**src/sv/bpfa_pkg.sv**
```systemverilog
// bpfa_pkg: shared types and constants of the bitmap page frame allocator
// no dependencies; imported by the channel interfaces, bpfa_find and the top module

package bpfa_pkg;

   localparam int ADDR_W    = 48;
   localparam int COUNT_W   = 13;
   localparam int WORD_BITS = 64;
   localparam int BIT_W     = 6;

   localparam logic MODE_ALLOC = 1'b0;
   localparam logic MODE_FREE  = 1'b1;

   localparam logic CSR_BASE_ADDRESS = 1'b0;
   localparam logic CSR_PAGE_COUNT   = 1'b1;

   localparam logic [COUNT_W-1:0] PAGE_COUNT_RESET = 13'd4096;

   typedef enum logic [1:0] {
      ST_OK     = 2'd0,
      ST_OOM    = 2'd1,
      ST_DOUBLE = 2'd2,
      ST_RANGE  = 2'd3
   } status_type;

   typedef enum logic [3:0] {
      S_CLEAR,
      S_IDLE,
      S_ALLOC_START,
      S_ALLOC_SCAN,
      S_ALLOC_ADDR,
      S_FREE_CALC,
      S_FREE_CHECK,
      S_FREE_READ,
      S_RESULT
   } state_type;

   typedef struct packed {
      logic             found;
      logic [BIT_W-1:0] pos;
   } find_result_type;

   // bits below position n set, n from 0 to WORD_BITS
   function automatic logic [WORD_BITS-1:0] below_mask(input logic [BIT_W:0] n);
      logic [WORD_BITS-1:0] m;
      for (int j = 0; j < WORD_BITS; j++) begin
         m[j] = ((BIT_W + 1)'(j) < n);
      end
      return m;
   endfunction

endpackage

```
**src/sv/bpfa_channels.sv**
```systemverilog
// bpfa channels: request, response and register write interfaces
// depends on bpfa_pkg

interface bpfa_req_if import bpfa_pkg::*; ();
   logic              valid;
   logic              ready;
   logic              mode;
   logic [ADDR_W-1:0] free_address;
   modport source(output valid, mode, free_address, input ready);
   modport sink(input valid, mode, free_address, output ready);
endinterface

interface bpfa_rsp_if import bpfa_pkg::*; ();
   logic              valid;
   logic              ready;
   logic [ADDR_W-1:0] page_address;
   status_type        status;
   modport source(output valid, page_address, status, input ready);
   modport sink(input valid, page_address, status, output ready);
endinterface

interface bpfa_csr_if import bpfa_pkg::*; ();
   logic              valid;
   logic              ready;
   logic              index;
   logic [ADDR_W-1:0] data;
   modport source(output valid, index, data, input ready);
   modport sink(input valid, index, data, output ready);
endinterface

```
**src/sv/bpfa_ram.sv**
```systemverilog
// bpfa_ram: generic single write port, single read port ram with registered read
// no dependencies

module bpfa_ram #(
   parameter int WIDTH = 64,
   parameter int DEPTH = 64,
   localparam int AW = (DEPTH > 1) ? $clog2(DEPTH) : 1
) (
   input  logic             clock,
   input  logic             we,
   input  logic [AW-1:0]    waddr,
   input  logic [WIDTH-1:0] wdata,
   input  logic [AW-1:0]    raddr,
   output logic [WIDTH-1:0] rdata
);

   logic [WIDTH-1:0] mem [DEPTH];
   logic [WIDTH-1:0] rdata_ff;

   always_ff @(posedge clock) begin
      if (we) begin
         mem[waddr] <= wdata;
      end
      rdata_ff <= mem[raddr];
   end

   assign rdata = rdata_ff;

endmodule

```
**src/sv/bpfa_find.sv**
```systemverilog
// bpfa_find: first clear bit of a bitmap word within a window mask
// depends on bpfa_pkg

module bpfa_find import bpfa_pkg::*; (
   input  logic [WORD_BITS-1:0] word,
   input  logic [WORD_BITS-1:0] mask,
   output find_result_type      result
);

   localparam int LANES = WORD_BITS / 8;

   logic [WORD_BITS-1:0] cand;
   logic [LANES-1:0]     lane_any;
   logic [BIT_W-4:0]     lane_sel;
   logic [7:0]           lane_bits;
   logic [2:0]           bit_sel;

   always_comb begin
      cand = ~word & mask;
      for (int k = 0; k < LANES; k++) begin
         lane_any[k] = |cand[k*8 +: 8];
      end
      // lowest lane with a candidate
      lane_sel = '0;
      for (int k = LANES - 1; k >= 0; k--) begin
         if (lane_any[k]) begin
            lane_sel = (BIT_W - 3)'(k);
         end
      end
      lane_bits = cand[{lane_sel, 3'b000} +: 8];
      bit_sel = '0;
      for (int b = 7; b >= 0; b--) begin
         if (lane_bits[b]) begin
            bit_sel = 3'(b);
         end
      end
      result.found = |lane_any;
      result.pos   = {lane_sel, bit_sel};
   end

endmodule

```
**src/sv/bitmap_page_frame_allocator_top.sv**
```systemverilog
// bitmap_page_frame_allocator_top: next-fit page frame allocator over a used bitmap
// depends on bpfa_pkg, bpfa_channels, bpfa_ram, bpfa_find
//
// req_port takes one word: mode 0 allocates a page, mode 1 frees the page
// holding free_address. rsp_port returns one word per request: page_address
// (zero on free and on any error) and status (ok, out of memory, double free,
// out of range). csr_port writes base_address (index 0) and page_count
// (index 1); it is always ready. It must be written only while the block is idle:
// the user is bound to this and the block itself does not enforce it. The bitmap
// sits in a ram of 64-bit words; one word is read and checked per cycle by a
// find-first-clear unit under a small sequencer. An allocate scans from 1 up to
// MAX_PAGES/64 (rounded up) + 1 words, starting at the word of the scan pointer;
// out of memory with no managed pages scans none, and a free reads its bitmap
// word only when in range. One request is in work at a time; req_ready is high
// only while idle, which starts in the cycle the response word appears.
// After reset a clearing pass writes zero to every bitmap word, one word a
// cycle, with req_ready low.
// The response sits in an output register; a stalled receiver holds it there
// and the next request is still taken, finishing work waits for the register.

module bitmap_page_frame_allocator_top import bpfa_pkg::*; #(
   parameter int MAX_PAGES  = 4096,
   parameter int PAGE_BYTES = 4096
) (
   input  logic          clock,
   input  logic          reset,
   bpfa_req_if.sink      req_port,
   bpfa_rsp_if.source    rsp_port,
   bpfa_csr_if.sink      csr_port
);

   localparam int WORDS = (MAX_PAGES + WORD_BITS - 1) / WORD_BITS;
   localparam int WA_W  = (WORDS > 1) ? $clog2(WORDS) : 1;
   localparam int XW    = WA_W + BIT_W;
   localparam int CW    = XW + 1;
   localparam int PB_SH = $clog2(PAGE_BYTES);
   localparam logic [WA_W-1:0] LAST_WORD    = WA_W'(WORDS - 1);
   localparam logic [31:0]     MAX_PAGES_32 = 32'(MAX_PAGES);

   state_type state_ff, state_in;

   logic [ADDR_W-1:0]  base_ff, base_in;
   logic [COUNT_W-1:0] pcount_ff, pcount_in;
   logic [XW-1:0]      sp_ff, sp_in;
   logic               mode_ff, mode_in;
   logic [ADDR_W-1:0]  addr_ff, addr_in;
   logic [ADDR_W-1:0]  off_ff, off_in;
   logic               below_ff, below_in;
   logic [XW-1:0]      fidx_ff, fidx_in;
   logic [XW-1:0]      p0_ff, p0_in;
   logic [WA_W-1:0]    lw_ff, lw_in;
   logic [BIT_W:0]     lim_ff, lim_in;
   logic [WA_W-1:0]    w_ff, w_in;
   logic               wrap_ff, wrap_in;
   logic [WA_W-1:0]    clr_ff, clr_in;
   logic [ADDR_W-1:0]  res_addr_ff, res_addr_in;
   status_type         res_status_ff, res_status_in;
   logic               rsp_valid_ff, rsp_valid_in;
   logic [ADDR_W-1:0]  rsp_addr_ff, rsp_addr_in;
   status_type         rsp_status_ff, rsp_status_in;

   logic [31:0]          pc32;
   logic [CW-1:0]        count;
   logic [CW-1:0]        cm1;
   logic [XW-1:0]        p0_calc;
   logic [WA_W-1:0]      sw;
   logic                 at_start;
   logic                 scan_end;
   logic [WA_W-1:0]      next_w;
   logic [WORD_BITS-1:0] ge_mask;
   logic [WORD_BITS-1:0] lt_mask;
   logic [ADDR_W-1:0]    idx48;
   logic                 f_range;
   logic                 fbit;
   logic                 load_out;
   find_result_type      find;

   logic                 ram_we;
   logic [WA_W-1:0]      ram_waddr;
   logic [WORD_BITS-1:0] ram_wdata;
   logic [WA_W-1:0]      ram_raddr;
   logic [WORD_BITS-1:0] ram_rdata;

   bpfa_ram #(
      .WIDTH(WORD_BITS),
      .DEPTH(WORDS)
   ) u_map (
      .clock(clock),
      .we(ram_we),
      .waddr(ram_waddr),
      .wdata(ram_wdata),
      .raddr(ram_raddr),
      .rdata(ram_rdata)
   );

   bpfa_find u_find (
      .word(ram_rdata),
      .mask(ge_mask & lt_mask),
      .result(find)
   );

   // shared scan and free arithmetic
   always_comb begin
      pc32     = 32'(pcount_ff);
      count    = (pc32 > MAX_PAGES_32) ? CW'(MAX_PAGES_32) : CW'(pc32);
      cm1      = count - CW'(1);
      p0_calc  = (CW'(sp_ff) < count) ? sp_ff : '0;
      sw       = p0_ff[XW-1:BIT_W];
      at_start = (w_ff == sw);
      scan_end = wrap_ff && at_start;
      next_w   = (w_ff == lw_ff) ? '0 : w_ff + WA_W'(1);
      ge_mask  = (at_start && !wrap_ff) ? ~below_mask({1'b0, p0_ff[BIT_W-1:0]}) : '1;
      if (at_start && wrap_ff) begin
         lt_mask = below_mask({1'b0, p0_ff[BIT_W-1:0]});
      end else if (w_ff == lw_ff) begin
         lt_mask = below_mask(lim_ff);
      end else begin
         lt_mask = '1;
      end
      idx48   = off_ff >> PB_SH;
      f_range = below_ff || (idx48 >= ADDR_W'(count));
      fbit    = ram_rdata[fidx_ff[BIT_W-1:0]];
   end

   // next state
   always_comb begin
      state_in = state_ff;
      case (state_ff)
         S_CLEAR: begin
            if (clr_ff == LAST_WORD) state_in = S_IDLE;
         end
         S_IDLE: begin
            if (req_port.valid) begin
               state_in = (req_port.mode == MODE_ALLOC) ? S_ALLOC_START : S_FREE_CALC;
            end
         end
         S_ALLOC_START: begin
            state_in = (count == '0) ? S_RESULT : S_ALLOC_SCAN;
         end
         S_ALLOC_SCAN: begin
            if (find.found) begin
               state_in = S_ALLOC_ADDR;
            end else if (scan_end) begin
               state_in = S_RESULT;
            end
         end
         S_ALLOC_ADDR: state_in = S_RESULT;
         S_FREE_CALC:  state_in = S_FREE_CHECK;
         S_FREE_CHECK: state_in = f_range ? S_RESULT : S_FREE_READ;
         S_FREE_READ:  state_in = S_RESULT;
         S_RESULT: begin
            if (!rsp_valid_ff || rsp_port.ready) state_in = S_IDLE;
         end
         default: state_in = S_IDLE;
      endcase
   end

   // handshake and ram control
   always_comb begin
      req_port.ready = (state_ff == S_IDLE);
      csr_port.ready = 1'b1;
      load_out       = 1'b0;
      ram_we         = 1'b0;
      ram_waddr      = w_ff;
      ram_wdata      = ram_rdata;
      ram_raddr      = '0;
      case (state_ff)
         S_CLEAR: begin
            ram_we    = 1'b1;
            ram_waddr = clr_ff;
            ram_wdata = '0;
         end
         S_ALLOC_START: ram_raddr = p0_calc[XW-1:BIT_W];
         S_ALLOC_SCAN: begin
            ram_raddr = next_w;
            if (find.found) begin
               ram_we    = 1'b1;
               ram_waddr = w_ff;
               ram_wdata = ram_rdata | (WORD_BITS'(1) << find.pos);
            end
         end
         S_FREE_CHECK: ram_raddr = idx48[XW-1:BIT_W];
         S_FREE_READ: begin
            if (fbit) begin
               ram_we    = 1'b1;
               ram_waddr = fidx_ff[XW-1:BIT_W];
               ram_wdata = ram_rdata & ~(WORD_BITS'(1) << fidx_ff[BIT_W-1:0]);
            end
         end
         S_RESULT: load_out = !rsp_valid_ff || rsp_port.ready;
         default: ;
      endcase
   end

   // datapath
   always_comb begin
      base_in       = base_ff;
      pcount_in     = pcount_ff;
      sp_in         = sp_ff;
      mode_in       = mode_ff;
      addr_in       = addr_ff;
      off_in        = off_ff;
      below_in      = below_ff;
      fidx_in       = fidx_ff;
      p0_in         = p0_ff;
      lw_in         = lw_ff;
      lim_in        = lim_ff;
      w_in          = w_ff;
      wrap_in       = wrap_ff;
      clr_in        = clr_ff;
      res_addr_in   = res_addr_ff;
      res_status_in = res_status_ff;
      rsp_valid_in  = rsp_valid_ff;
      rsp_addr_in   = rsp_addr_ff;
      rsp_status_in = rsp_status_ff;

      case (state_ff)
         S_CLEAR: clr_in = clr_ff + WA_W'(1);
         S_IDLE: begin
            if (req_port.valid) begin
               mode_in = req_port.mode;
               addr_in = req_port.free_address;
            end
         end
         S_ALLOC_START: begin
            p0_in         = p0_calc;
            lw_in         = cm1[XW-1:BIT_W];
            lim_in        = {1'b0, cm1[BIT_W-1:0]} + (BIT_W + 1)'(1);
            w_in          = p0_calc[XW-1:BIT_W];
            wrap_in       = 1'b0;
            res_addr_in   = '0;
            res_status_in = ST_OOM;
         end
         S_ALLOC_SCAN: begin
            if (find.found) begin
               sp_in         = {w_ff, find.pos};
               res_status_in = ST_OK;
            end else if (!scan_end) begin
               w_in = next_w;
               if (w_ff == lw_ff) wrap_in = 1'b1;
            end
         end
         S_ALLOC_ADDR: res_addr_in = base_ff + (ADDR_W'(sp_ff) << PB_SH);
         S_FREE_CALC: begin
            below_in    = addr_ff < base_ff;
            off_in      = addr_ff - base_ff;
            res_addr_in = '0;
         end
         S_FREE_CHECK: begin
            fidx_in       = idx48[XW-1:0];
            res_status_in = f_range ? ST_RANGE : ST_OK;
         end
         S_FREE_READ: res_status_in = fbit ? ST_OK : ST_DOUBLE;
         default: ;
      endcase

      if (csr_port.valid) begin
         case (csr_port.index)
            CSR_BASE_ADDRESS: base_in   = csr_port.data;
            CSR_PAGE_COUNT:   pcount_in = csr_port.data[COUNT_W-1:0];
            default: ;
         endcase
      end

      if (load_out) begin
         rsp_valid_in  = 1'b1;
         rsp_addr_in   = res_addr_ff;
         rsp_status_in = res_status_ff;
      end else if (rsp_port.ready) begin
         rsp_valid_in = 1'b0;
      end
   end

   always_ff @(posedge clock) begin
      if (reset) begin
         state_ff     <= S_CLEAR;
         clr_ff       <= '0;
         base_ff      <= '0;
         pcount_ff    <= PAGE_COUNT_RESET;
         sp_ff        <= '0;
         rsp_valid_ff <= 1'b0;
      end else begin
         state_ff     <= state_in;
         clr_ff       <= clr_in;
         base_ff      <= base_in;
         pcount_ff    <= pcount_in;
         sp_ff        <= sp_in;
         rsp_valid_ff <= rsp_valid_in;
      end
      mode_ff       <= mode_in;
      addr_ff       <= addr_in;
      off_ff        <= off_in;
      below_ff      <= below_in;
      fidx_ff       <= fidx_in;
      p0_ff         <= p0_in;
      lw_ff         <= lw_in;
      lim_ff        <= lim_in;
      w_ff          <= w_in;
      wrap_ff       <= wrap_in;
      res_addr_ff   <= res_addr_in;
      res_status_ff <= res_status_in;
      rsp_addr_ff   <= rsp_addr_in;
      rsp_status_ff <= rsp_status_in;
   end

   assign rsp_port.valid        = rsp_valid_ff;
   assign rsp_port.page_address = rsp_addr_ff;
   assign rsp_port.status       = rsp_status_ff;

   // successful allocate returns the page under the scan pointer
   a_alloc_addr: assert property (@(posedge clock) disable iff (reset)
      (load_out && mode_ff == MODE_ALLOC && res_status_ff == ST_OK) |->
         (res_addr_ff == base_ff + (ADDR_W'(sp_ff) << PB_SH)))
      else $error("allocated address does not match scan pointer");

   // errors and frees carry a zero address
   a_zero_addr: assert property (@(posedge clock) disable iff (reset)
      (load_out && (mode_ff == MODE_FREE || res_status_ff != ST_OK)) |->
         (res_addr_ff == '0))
      else $error("nonzero address on free or error");

   // the second lap never passes the start word
   a_lap_bound: assert property (@(posedge clock) disable iff (reset)
      (state_ff == S_ALLOC_SCAN && wrap_ff) |-> (w_ff <= sw))
      else $error("scan ran past its start word");

   // scan pointer stays inside the bitmap
   a_sp_range: assert property (@(posedge clock) disable iff (reset)
      (32'(sp_ff) < MAX_PAGES_32))
      else $error("scan pointer out of range");

   // a finished scan writes back the word it found a clear bit in
   a_scan_write: assert property (@(posedge clock) disable iff (reset)
      (state_ff == S_ALLOC_SCAN && find.found) |=>
         (state_ff == S_ALLOC_ADDR && $past(ram_we)))
      else $error("found page not marked used");

endmodule
```
**src/flat_wrapper.sv**
```systemverilog
// flat-port wrapper written by rule: the top's interface ports become plain ports
module bitmap_page_frame_allocator_top_flat import bpfa_pkg::*;
#(
   parameter int MAX_PAGES  = 4096,
   parameter int PAGE_BYTES = 4096
)
  (clock, reset, req_port_valid, req_port_mode, req_port_free_address, req_port_ready, rsp_port_valid, rsp_port_page_address, rsp_port_status, rsp_port_ready, csr_port_valid, csr_port_index, csr_port_data, csr_port_ready);
  bpfa_req_if req_port_i ();
  bpfa_rsp_if rsp_port_i ();
  bpfa_csr_if csr_port_i ();
  input  logic clock;
  input  logic reset;
  input wire logic [$bits(req_port_i.valid)-1:0] req_port_valid;
  input wire logic [$bits(req_port_i.mode)-1:0] req_port_mode;
  input wire logic [$bits(req_port_i.free_address)-1:0] req_port_free_address;
  output wire logic [$bits(req_port_i.ready)-1:0] req_port_ready;
  output wire logic [$bits(rsp_port_i.valid)-1:0] rsp_port_valid;
  output wire logic [$bits(rsp_port_i.page_address)-1:0] rsp_port_page_address;
  output wire logic [$bits(rsp_port_i.status)-1:0] rsp_port_status;
  input wire logic [$bits(rsp_port_i.ready)-1:0] rsp_port_ready;
  input wire logic [$bits(csr_port_i.valid)-1:0] csr_port_valid;
  input wire logic [$bits(csr_port_i.index)-1:0] csr_port_index;
  input wire logic [$bits(csr_port_i.data)-1:0] csr_port_data;
  output wire logic [$bits(csr_port_i.ready)-1:0] csr_port_ready;
  assign req_port_i.valid = req_port_valid;
  assign req_port_i.mode = req_port_mode;
  assign req_port_i.free_address = req_port_free_address;
  assign req_port_ready = req_port_i.ready;
  assign rsp_port_valid = rsp_port_i.valid;
  assign rsp_port_page_address = rsp_port_i.page_address;
  assign rsp_port_status = rsp_port_i.status;
  assign rsp_port_i.ready = rsp_port_ready;
  assign csr_port_i.valid = csr_port_valid;
  assign csr_port_i.index = csr_port_index;
  assign csr_port_i.data = csr_port_data;
  assign csr_port_ready = csr_port_i.ready;
  bitmap_page_frame_allocator_top #(.MAX_PAGES(MAX_PAGES), .PAGE_BYTES(PAGE_BYTES)) u_core (.clock(clock), .reset(reset), .req_port(req_port_i), .rsp_port(rsp_port_i), .csr_port(csr_port_i));
endmodule
```
**config.mk**
```make
export PLATFORM = sky130hd
export DESIGN_NAME = bitmap_page_frame_allocator_top_flat
export DESIGN_NICKNAME = d
export VERILOG_FILES = /design/src/sv/bpfa_pkg.sv /design/src/sv/bpfa_channels.sv /design/src/sv/bpfa_ram.sv /design/src/sv/bpfa_find.sv /design/src/sv/bitmap_page_frame_allocator_top.sv /design/src/flat_wrapper.sv
export SDC_FILE = /design/constraint.sdc
export NUM_CORES = 2
export LEC_CHECK = 0
export BUFFER_PORTS_ARGS = -buffer_cell sky130_fd_sc_hd__clkbuf_2
export CAP_MARGIN = 25
export CORE_MARGIN = 4
export CORE_UTILIZATION = 45
export CTS_CLUSTER_DIAMETER = 40
export CTS_CLUSTER_SIZE = 28
export DETAILED_ROUTE_END_ITERATION = 7
export GPL_ROUTABILITY_DRIVEN = 1
export PLACE_DENSITY = 0.6
export SYNTH_ARGS = -nofsm -noshare
export SYNTH_HDL_FRONTEND = slang
export SYNTH_HIERARCHICAL = 1
export SYNTH_SLANG_ARGS = --single-unit
export TNS_END_PERCENT = 5
```
**constraint.sdc**
```tcl
create_clock -name clock -period 9.05 [get_ports clock]
set_input_delay 0.4525 -clock clock [delete_from_list [all_inputs] [get_ports clock]]
set_output_delay 0.4525 -clock clock [all_outputs]
set_load 0.03 [all_outputs]
```
# After elaboration in Yosys (flattened, before gate mapping)
# Memory sizes are Yosys's and may differ from the RTL's. A register that Yosys moved wholly into a read port is not among the register bits.
# Index checks and enable logic that the tools add are counted.
# W data, S select, Z words.
# totals
regBits	325
mem_bits_rw	4096
output_inout_bits	53
wordCells	279
memories	1
# op_classes
addsub	6
magnitude_cmp	132
eq_ne	19
shift	3
n_mux	59
n_bitwise	8
reduce_logical	31
# mem_list
name	depth	word_bits	rd	rd_ports_with_merged_regs	write_ports	line	source
u_core.u_map.mem	64	64	1	1	1	bpfa_ram.sv:17	logic [WIDTH-1:0] mem [DEPTH];
# op_table
operator	count
$mux W64	5
$lt A6 B7 Y1 const A	32
$and A64 B64 Y64	3
$pmux W64 S3	1
$lt A6 B6 Y1 const A	31
$not A64 Y64	2
$shl A1 B6 Y64 const A	2
$lt A5 B7 Y1 const A	16
$lt A5 B6 Y1 const A	16
$pmux W48 S2	1
$not A63 Y64	1
$or A64 B64 Y64	1
$reduce_or A64 Y1	1
$reduce_or A8 Y1	8
$shiftx A64 B7 Y8	1
$lt A4 B7 Y1 const A	8
$mux W3	17
$add A48 B24 Y48	1
$lt A4 B6 Y1 const A	8
$lt A48 B48 Y1	1
$sub A48 B48 Y48	1
$ge A36 B13 Y1	1
$pmux W4 S8	1
$lt A3 B7 Y1 const A	4
44 further kinds	95

# Longest topological paths before layout
# depth
ltp_word	27
ltp_mapped	27
ltp_nobuf	24

# Cells and area by module
# Netlist, hierarchy kept.
# by_module_without_submodules
module	n_inst	cells_per_inst	area_per_inst_um2	seq_area_each_um2
bpfa_ram	1	6509	155775.7	124279.2
bitmap_page_frame_allocator_top	1	2051	19130.8	8558.2
bpfa_find	1	179	1261.2	0.0

# Worst setup path after synthesis
# OpenSTA, ideal clock, no wires.
# synth_timing
path_kind	flip-flop to flip-flop
startpoint	reg u_core.w_ff[2]
endpoint	mem u_core.u_map.mem[0][53], data pin
setup_time_ns	0.721
t_arrival_ns	8.499
t_required_ns	8.329
slack_ns	-0.170
stages_incl_launch_ff	25
n_path_buf	3
cell_sequence	edfxtp_1 > clkbuf_1 > xor2_1 > nor4_1 > nand3_1 > nand2b_1 > or2_2 > nor3b_1 > a221oi_1 > nor2b_4 > or4_4 > nor4_1 > and2_1 > nand2_1 > inv_2 > clkbuf_1 > nand2_1 > a31oi_1 > nand4_1 > a41oi_1 > clkbuf_1 > or3b_2 > nor2_1 > a31oi_1 > a211oi_1
# synth_lines
item	line	source
from (decl)	bitmap_page_frame_allocator_top.sv:53	logic [WA_W-1:0] w_ff, w_in;
from (signal assigned)	bitmap_page_frame_allocator_top.sv:298	w_ff <= w_in;
to (decl)	bpfa_ram.sv:17	

==> summary.md <==
| Metric | Value |
|---|---|
| Status | finished clean |
| Lkg Pwr | around 60 nW |
| Total negative slack | 0 ps |
| Clock Skews | ~70 ps |
| Initial antenna violation count | 39 |
| Max IR drop VDD | around 0.18 mV |
| Post-route ant nets | 0 |
| Final setup violation count | 0 |
| Resize count post-CTS | 0 |
| Synthesis Warnings | 6 |
| Placed wire-length estimate | approximately 300000 microns |
| Die area | 0.4016 sq mm |
| Initial drt markers | 14560 |
| Placed cell areas | 0.1865 sq mm |
| Max Clk Rate | between 100 and 150 MHz |
| RSZ-0062 raised after global routing | false |
| Hold Path Class | input port to flop |
| Initial Util | 45.24% |
| Slew Limit Headroom | 22.15% |
| PwrDens | approximately 220 mW/mm^2 |
| Layout cell share with drive strength beyond 1 | 27.18% |
| Synth unique cells | 89 |
| Setup CP Type | flop to flop |
| Total placed cells including tap cells | ~14000 |
| #FFs+latches synth | 4473 |
| Sequential share of the synthesized area | 75.40% |
| TritonCTS clock tree | yes |
| Worst-margin pin slew | 1156 ps |
| PortBufs | 154 |
| Slew Limit Fails | 0 |
| Post-synth EDFFs | between 4000 and 5000 |
| Setup crit start kind | flop |
| First-pass detailed-route iteration total | 6 |
| Fillcell total | about 30000 |
| CTS Sinks | roughly 4500 |
| Skew-Pair Late Insertion Delay | about 1100 ps |
| Gpl congestion | roughly 0.94 |
| Largest net degree at the start of global routing | 108 |
| Hold Worst Slack | ~82 ps |
| Min cycle time layout | 8453 ps |
| Asr flop ratio synth | 0% |
| Die width | ~630 microns |
| Drt via density | about 6.4 |
| Num rows | roughly 230 |
| Area Growth Syn to Fin | 17.73% |
| Area of the multi-input gates | about 0.042 sq mm |
| Finished Cell Area | a little over 0.2 sq mm |
| Post-route insts no fill | approximately 15000 |
| Worst-path maximum fanout | between 60 and 70 |
| Hold Vio Cnt, Final | 0 |
| Commonest non-fill, non-tap cells in the layout | edfxtp_1, mux4_2, clkbuf_16, nand2_1, a21oi_1 |
| Total CTS buffers | approximately 540 |
| Longest Clk Path Bufs | 4 |
| Total gr overflow | 0 |
| Final Power | roughly 46 mW |
| Syn_area_per_cell | 20.16 sq um |
| Total wire length | 559400 microns |
| Mapped cell area | 0.1762 sq mm |
| H-tree Lvls | 6 |
| Core area | around 0.39 sq mm |
| Clk root buf | clkbuf_16 |
| Synth Instances | ~8700 |
| DR WL/cell | roughly 37 microns |
| First-pass GRT wire length | roughly 770000 microns |
| CP required | slightly below 10000 ps |
| Number of remaining DRC errors | 0 |
| Top_reg_cell synth | edfxtp_1 |
| # IOs | approximately 160 |
| Nets | 9634 |
| Number of global-route vias before repair | roughly 94000 |
| Via Count | 96270 |
| Commonest non-fill, non-tap cell in the layout | edfxtp_1 |
| Maxcap violations | 0 |
| Total track usage | roughly 28% |
| Worst path arrival time | roughly 9300 ps |
| Clock Pin Slew Worst Setup and Hold Paths | about 70 ps |
| Setup crit end kind | flop |
| Fin crit share | 93.40% |
| Syn_nets | between 8000 and 9000 |
| Register area | roughly 0.13 sq mm |
| Die height | approximately 630 microns |
-- flip-flops by register name, indices dropped and copies added (netlist names), 2 cells and up --
signal and cells:
u_core/rsp_port.page_address 48, u_core/lim_ff 7, u_core/clr_ff 6, u_core/res_status_ff 2
u_core/lw_ff 6, u_core/u_map/rdata 64, u_core/sp_ff 12, u_core/fidx_ff 12
u_core/p0_ff 12, u_core/off_ff 36, u_core/state_ff 4, u_core/rsp_port.status 2
u_core/base_ff 48, u_core/pcount_ff 13, u_core/res_addr_ff 48, u_core/addr_ff 48
u_core/u_map/mem 4096, u_core/w_ff 6
-- final cells by class --
cell class,instances,share of cell area (%)
multi-input combinational,3675,20.16
clock inverter,397,2.544
sequential,4473,64.05
inverter,88,0.1593
clock buffer,593,6.722
antenna,16,0.01930
tap,5197,3.135
timing repair buffer,668,3.208
-- kinds of logic after synthesis --
family,share of synthesized area (%)
adders and majority gates,0.6293
other,0.002129
DFF,75.40
muxes,14.02
and+or+nand+nor,2.912
AOI/OAI and AO/OA,4.869
xor gates and xnor gates,0.6413
buffers and inverters,1.524
-- path summary, 6_finish.rpt --
kind                                                           start                                         end  slack (ps)  cells after the start
worst max register to register              u_core/w_ff[2]$_DFFE_PP_           u_core/u_map/mem[8][31]$_DFFE_PP_         600                     23
worst min register to register  u_core/res_addr_ff[35]$_SDFFCE_PP0P_  u_core/rsp_port.page_address[35]$_DFFE_PP_         410                      0
worst max-delay path                        u_core/w_ff[2]$_DFFE_PP_           u_core/u_map/mem[8][31]$_DFFE_PP_         600                     23
worst min-delay path                        req_port_free_address[6]                 u_core/addr_ff[6]$_DFFE_PP_          80                      2
-- routing by layer --
metal,GRT usage (%),vias to the layer above,routed length [microns]
met5,0,-,74
met4,10.12,12,23480
met3,6.069,1146,58240
met2,43.24,5812,262500
met1,38.17,51300,215100
li1,-,38000,-
-- through the flow --
step,utilization (%),worst slack (ps)
floorplan,-,-148.2
global placement,47.82,803.2
detailed placement,47.91,762.0
CTS,53.20,709.6
global route,53.25,217.6
finish,53.26,597.2
-- what timing repair did --
item,CTS,global route
setup buffers,0,0
hold buffers,138,1
endpoints found under the hold margin,117,22
-- where the power goes --
part,leakage (nW),internal (mW),switching (mW),total (mW)
Clock,9.25,13.6,9.23,22.8
Sequential,36.4,22.5,0.171,22.7
Combinational,14.2,0.268,0.452,0.720
-- worst max-delay path, stage by stage (launching register included) --
cell,delay (ps)
edfxtp_1,510
xor2_1,220
nor4_1,310
nand3_1,200
nand2b_1,290
or2_2,450
nor4b_1,580
a221oi_1,250
nor2b_1,190
or4b_1,560
o31ai_1,500
a31oi_4,390
buf_4,290
mux2i_1,130
a221o_1,400
a221oi_2,390
nand2_1,120
a311oi_2,760
nand2_1,160
nor3_1,590
buf_4,250
a21oi_1,110
a21oi_4,190
buf_12,240
-- synthesized netlist by cell type, drive strengths merged (10+ instances only) --
cell	instances	area, sq um
edfxtp	4325	129900
mux4	1043	23490
a21oi	331	1833
nand2	307	1152
a22oi	274	2057
buf	269	1476
nor2	238	893.4
clkbuf	234	878.3
nand3	152	760.7
dfxtp	148	2963
o21ai	130	650.6
mux2i	116	1161
o22ai	105	656.9
a211oi	98	735.7
nand2b	88	550.5
ha	87	1089
inv	87	326.6
xnor2	86	753.2
o211a	65	650.6
o221ai	65	569.3
a21o	43	322.8
xor2	43	376.6
and2	38	240.2
nor2b	38	245.2
nor3	38	190.2
nand4	33	206.5
and3	27	168.9
a221oi	22	205.2
nor4	21	137.6
or3	21	131.4
or2	20	125.1
a31oi	13	96.34
a221o	11	110.1
nand3b	10	75.07
(Power assumes the default switching activity.)
